===== src/design/dwhf_pkg.sv =====
// shared types, codes and constants of the wave height field stepper
`timescale 1ns / 1ps
`default_nettype none
package dwhf_pkg;

  localparam int unsigned GRID_W_DEF = 16;
  localparam int unsigned GRID_H_DEF = 16;

  localparam int unsigned HW = 16;   // height width, signed Q3.12
  localparam int unsigned CW = 16;   // coefficient width, unsigned Q0.16
  localparam int unsigned LW = 19;   // laplacian sum width
  localparam int unsigned MW = 18;   // 2*centre - previous width

  localparam logic [CW-1:0] COUPLING_RST = 16'd1820;
  localparam logic [CW-1:0] DAMPING_RST  = 16'd63570;

  // configuration register indexes
  localparam logic CFG_COUPLING = 1'b0;
  localparam logic CFG_DAMPING  = 1'b1;

  typedef enum logic [1:0] {
    ACT_LOAD = 2'd0,
    ACT_READ = 2'd1,
    ACT_STEP = 2'd2,
    ACT_NONE = 2'd3
  } action_t;

  // which addresses the two grid read ports look at
  typedef enum logic [1:0] {
    RP_CELL = 2'd0,
    RP_LR   = 2'd1,
    RP_UD   = 2'd2,
    RP_CP   = 2'd3
  } rd_phase_t;

  typedef enum logic [3:0] {
    ST_IDLE,
    ST_LOAD,
    ST_READ,
    ST_READ_WAIT,
    ST_RD0,
    ST_RD1,
    ST_RD2,
    ST_RD3,
    ST_MUL0,
    ST_MUL1,
    ST_WR,
    ST_DONE
  } state_t;

  typedef struct packed {
    logic      latch;     // take the request fields
    logic      load_wr;   // write the loaded height into both grids
    rd_phase_t rd_phase;
    logic      cap_read;  // keep the current-grid height for a read
    logic      cap_rl;
    logic      cap_ud;
    logic      cap_cp;
    logic      mul_c;
    logic      mul_d;
    logic      cell_wr;   // write the new height and move to the next cell
    logic      swap;
    logic      out_load;
  } cmd_t;

  typedef struct packed {
    logic last_cell;
  } sts_t;

endpackage
`default_nettype wire


===== src/design/dwhf_ctrl.sv =====
// controller state machine of the wave height field stepper
`timescale 1ns / 1ps
`default_nettype none
module dwhf_ctrl (
  input  wire logic          clk,
  input  wire logic          rst_n,
  input  wire logic          in_valid,
  input  wire logic [1:0]    in_action,
  output logic               in_stall,
  output logic               out_valid,
  input  wire logic          out_stall,
  output dwhf_pkg::cmd_t     cmd,
  input  wire dwhf_pkg::sts_t sts
);

  dwhf_pkg::state_t state_r, state_nxt;
  logic out_valid_r, out_valid_nxt;
  logic in_acc;
  logic out_free;

  assign in_stall  = (state_r != dwhf_pkg::ST_IDLE);
  assign in_acc    = in_valid && !in_stall;
  assign out_free  = !out_valid_r || !out_stall;
  assign out_valid = out_valid_r;

  // next state
  always_comb begin
    state_nxt = state_r;
    case (state_r)
      dwhf_pkg::ST_IDLE: begin
        if (in_acc) begin
          case (dwhf_pkg::action_t'(in_action))
            dwhf_pkg::ACT_LOAD: state_nxt = dwhf_pkg::ST_LOAD;
            dwhf_pkg::ACT_READ: state_nxt = dwhf_pkg::ST_READ;
            dwhf_pkg::ACT_STEP: state_nxt = dwhf_pkg::ST_RD0;
            default:            state_nxt = dwhf_pkg::ST_DONE;
          endcase
        end
      end
      dwhf_pkg::ST_LOAD:      state_nxt = dwhf_pkg::ST_DONE;
      dwhf_pkg::ST_READ:      state_nxt = dwhf_pkg::ST_READ_WAIT;
      dwhf_pkg::ST_READ_WAIT: state_nxt = dwhf_pkg::ST_DONE;
      dwhf_pkg::ST_RD0:       state_nxt = dwhf_pkg::ST_RD1;
      dwhf_pkg::ST_RD1:       state_nxt = dwhf_pkg::ST_RD2;
      dwhf_pkg::ST_RD2:       state_nxt = dwhf_pkg::ST_RD3;
      dwhf_pkg::ST_RD3:       state_nxt = dwhf_pkg::ST_MUL0;
      dwhf_pkg::ST_MUL0:      state_nxt = dwhf_pkg::ST_MUL1;
      dwhf_pkg::ST_MUL1:      state_nxt = dwhf_pkg::ST_WR;
      dwhf_pkg::ST_WR: begin
        state_nxt = sts.last_cell ? dwhf_pkg::ST_DONE : dwhf_pkg::ST_RD0;
      end
      dwhf_pkg::ST_DONE: begin
        if (out_free) state_nxt = dwhf_pkg::ST_IDLE;
      end
      default:                state_nxt = dwhf_pkg::ST_IDLE;
    endcase
  end

  // outputs
  always_comb begin
    cmd = '0;
    cmd.rd_phase = dwhf_pkg::RP_CELL;
    out_valid_nxt = out_stall ? out_valid_r : 1'b0;
    case (state_r)
      dwhf_pkg::ST_IDLE:      cmd.latch = in_acc;
      dwhf_pkg::ST_LOAD:      cmd.load_wr = 1'b1;
      dwhf_pkg::ST_READ:      cmd.rd_phase = dwhf_pkg::RP_CELL;
      dwhf_pkg::ST_READ_WAIT: cmd.cap_read = 1'b1;
      dwhf_pkg::ST_RD0:       cmd.rd_phase = dwhf_pkg::RP_LR;
      dwhf_pkg::ST_RD1: begin
        cmd.rd_phase = dwhf_pkg::RP_UD;
        cmd.cap_rl   = 1'b1;
      end
      dwhf_pkg::ST_RD2: begin
        cmd.rd_phase = dwhf_pkg::RP_CP;
        cmd.cap_ud   = 1'b1;
      end
      dwhf_pkg::ST_RD3:       cmd.cap_cp = 1'b1;
      dwhf_pkg::ST_MUL0:      cmd.mul_c = 1'b1;
      dwhf_pkg::ST_MUL1:      cmd.mul_d = 1'b1;
      dwhf_pkg::ST_WR: begin
        cmd.cell_wr = 1'b1;
        cmd.swap    = sts.last_cell;
      end
      dwhf_pkg::ST_DONE: begin
        if (out_free) begin
          cmd.out_load  = 1'b1;
          out_valid_nxt = 1'b1;
        end
      end
      default: ;
    endcase
  end

  always_ff @(posedge clk) begin
    if (!rst_n) begin
      state_r     <= dwhf_pkg::ST_IDLE;
      out_valid_r <= 1'b0;
    end else begin
      state_r     <= state_nxt;
      out_valid_r <= out_valid_nxt;
    end
  end

  a_done_posts: assert property (@(posedge clk) disable iff (!rst_n)
    (state_r == dwhf_pkg::ST_DONE && out_free) |=>
      (out_valid_r && state_r == dwhf_pkg::ST_IDLE))
    else $error("finished request not posted");

  a_walk_on: assert property (@(posedge clk) disable iff (!rst_n)
    (state_r == dwhf_pkg::ST_WR && !sts.last_cell) |=> (state_r == dwhf_pkg::ST_RD0))
    else $error("step walk stopped early");

  a_busy_stalls: assert property (@(posedge clk) disable iff (!rst_n)
    (state_r != dwhf_pkg::ST_IDLE) |=> (in_stall || $past(state_r) == dwhf_pkg::ST_DONE))
    else $error("request taken while busy");

endmodule
`default_nettype wire


===== config.mk =====
export PLATFORM = sky130hd
export DESIGN_NAME = dwhf_ctrl
export DESIGN_NICKNAME = d
export VERILOG_FILES = /design/src/design/dwhf_pkg.sv /design/src/design/dwhf_ctrl.sv
export SDC_FILE = /design/constraint.sdc
export NUM_CORES = 1
export LEC_CHECK = 0
export ABC_CLOCK_PERIOD_IN_PS = 1900
export BUFFER_PORTS_ARGS = -buffer_cell sky130_fd_sc_hd__buf_2
export CORE_MARGIN = 2
export CORE_UTILIZATION = 24
export DETAILED_ROUTE_END_ITERATION = 6
export PLACE_DENSITY = 0.52
export SYNTH_ARGS = -nofsm -noshare
export SYNTH_HDL_FRONTEND = slang
export SYNTH_SLANG_ARGS = --single-unit

===== constraint.sdc =====
create_clock -name clk -period 1.9 [get_ports clk]
set_clock_uncertainty 0.1 [all_clocks]
set_input_delay 0.19 -clock clk [delete_from_list [all_inputs] [get_ports clk]]
set_output_delay 0.19 -clock clk [all_outputs]
set_load 0.005 [all_outputs]

==> impl_metrics.json <==
{
  "peakVddDrop_uv": 654,
  "drt-pass1-iter-count": 4,
  "die_x_microns": 48.9,
  "yosysSeqAreaShare": 0.207,
  "hp-class": "primary input to register",
  "use_met3": 0.0153,
  "dp_hpwl_microns": 963,
  "grt_max_degree": 17,
  "cts_resized": 0,
  "setup_tns_ns": 0,
  "status": "complete, no violations",
  "io_buffers": 21,
  "critPathMaxStageDelay_ns": 0.55,
  "grt_pass1_wl_mm": 2.06,
  "grt_usage": 0.110,
  "power.switching_w": 0.000396,
  "critical_path.top_delay_family": "simple AND/OR/NAND/NOR gates",
  "gp_congestion": 0.824,
  "worst_slew_pin_slew_ns": 0.289,
  "synth_edf_count": 0,
  "grt-ovfl-total": 0,
  "cp-end-kind": "output pin",
  "combPwrFrac": 0.680,
  "cts_sinks": 5,
  "rsz0062_at_grt": "no",
  "slew_headroom": 0.807,
  "initial_core_util": 0.252,
  "final_common_cell": "buf_2",
  "seqPwrFrac": 0.183,
  "drtAntennaViolNets": 0,
  "critPathKind": "register to output pin",
  "grt_antenna_before_repair": 0,
  "yosys.area.top_type": "dfxtp_1",
  "finalCriticalPeriod_ns": 1.59,
  "die_area_sq_mm": 0.00239,
  "met1_usage": 0.144,
  "dieHeight_microns": 48.9,
  "cts_htree_levels": 1,
  "ys.flop_type": "dfxtp_1",
  "arrival_ns": 1.30,
  "clockPowerShare": 0.137,
  "first_iter_violations": 18,
  "path_buf_inv": 1,
  "cp-start-kind": "register",
  "synthCells": 70,
  "drive_above_1_share": 0.305,
  "fmax_mhz": 631,
  "avgSynthCellArea_sq_um": 6.92,
  "syn2layout_area_growth_pct": 36.7,
  "numCtsBuffers": 3,
  "insertion_delay_ns": 0.24,
  "p_leak_nw": 0.337,
  "placedCellCount": 118,
  "ys_async_sr_fraction": 0,
  "yosys-top-cells-area": "dfxtp_1 21%, ha_1 7.8%, nor2_1 7.0%",
  "synth_top_cell_area_share": 0.207,
  "fin_nets": 106,
  "netlist_area_sq_um": 484,
  "busiest_layer": "met2",
  "syn_nets": 80,
  "final_cell_mix": "21 x buf_2, 9 x nor2_1, 7 x nand2_1",
  "ys_warn_count": 0,
  "critPathSlowestCell": "or4_4",
  "vias": 547,
  "vias_per_cell": 4.48,
  "ys_types": 29,
  "globalRouteMet2Util": 0.167,
  "ys_ff_latch": 5,
  "fp-row-count": 16,
  "pre_cts_slack_ns": 0.348,
  "wl_per_cell_microns": 10.4,
  "cts_setup_buffers": 0,
  "io_pins": 22,
  "finalCritPeriodShare": 0.834,
  "final_cell_count_no_fill": 122,
  "p_int_w": 0.000493,
  "crit_fanout": 4,
  "cap_viol_max_count": 0,
  "p_sw_frac": 0.446,
  "clk_pin_slew_worst_paths_ns": 0.04,
  "wl_mm": 1.27,
  "crit_required_ns": 1.61,
  "finalSetupViolCount": 0,
  "final-hold-violation-count": 0,
  "power_density_mw_per_mm2": 1340,
  "num_antenna_cells": 0,
  "n_fill_cell": 218,
  "drc_errors": 0,
  "grt_pass1_vias": 486,
  "root_buffer": "clkbuf_4",
  "setup_ws_ns": 0.315,
  "path_cells": "or4_4 -> nor2_1 -> buf_2",
  "cts_tree": "yes",
  "core_area_sq_mm": 0.00192,
  "hold_buffers": 0,
  "finalMaxSlewViolations": 0,
  "cts_buffer_depth": 2
}
-- through the flow --
stage	util	hold WS (ns)	instance area, sq um	total power [W]
6_report	0.344	0.0959	662	0.000889
5_1_grt	0.344	0.0960	662	0.000980
4_1_cts	0.344	0.0898	662	0.000896
3_5_place_dp	0.331	0.343	636	0.000768
3_3_place_gp	0.331	0.344	636	0.000762
2_1_floorplan	-	0.207	484	0.000571
-- routing by layer --
| layer | part of all wire | routed length [microns] | vias to the layer above |
|---|---|---|---|
| li1 | - | - | 293 |
| met1 | 0.45 | 570 | 236 |
| met2 | 0.49 | 619 | 18 |
| met3 | 0.061 | 77 | 0 |
| met4 | 0 | 0 | 0 |
| met5 | 0 | 0 | - |
-- logic make-up after synthesis --
group           after synthesis  share of synthesized area
simple gates                 32                      0.346
compound gates               19                      0.269
buf+inv                      10                     0.0827
flops                         5                      0.207
fa+ha+maj                     3                     0.0775
xor+xnor                      1                     0.0181
-- final timing paths --
kind | start | end | slack (ns) | cells past startpoint
setup / recovery | state_r[1] | cmd[12] | 0.31 | 3
hold / removal | rst_n | state_r[3] | 0.1 | 2
setup reg to reg | state_r[1] | state_r[3] | 0.34 | 4
hold reg to reg | out_valid | out_valid | 0.41 | 2
-- synthesized netlist by cell type, types with 2 or more instances --
master    instances
o21ai_0           4
nand2_1           7
inv_1             6
nor2_1            9
a21oi_1           4
nor2b_1           2
buf_2             2
dfxtp_1           5
nor3_1            4
clkbuf_1          2
nand2b_1          4
o21a_1            2
ha_1              3
-- state kept, by name (all words and copies together), names as in the netlist --
register   flops
state_r        4
out_valid      1
-- area by class of cell --
cell class	instances	area, sq um	share of cell area
multi-input cells	55	344	0.520
repair buffers	25	135	0.204
flip-flops and latches	5	100	0.151
well taps	27	33.8	0.0510
clock buffers	4	26.3	0.0397
inverters	6	22.5	0.0340
-- worst register-to-register path, stage by stage (launching register included) --
cell and delay [ns]:
dfxtp_1 0.31, or4_4 0.55, o22a_1 0.23, o21a_1 0.11
o21a_1 0.16
-- power groups by stage --
| stage | clock network [W] | logic [W] | registers (W) |
|---|---|---|---|
| after floorplan | 0 | 0.000385 | 0.000186 |
| after global placement | 0 | 0.000600 | 0.000162 |
| after detailed placement | 0 | 0.000604 | 0.000164 |
| after CTS | 0.000129 | 0.000605 | 0.000162 |
| after global routing | 0.000138 | 0.000677 | 0.000166 |
| final | 0.000122 | 0.000604 | 0.000162 |
Note: power is estimated with default switching activity, not from simulation.
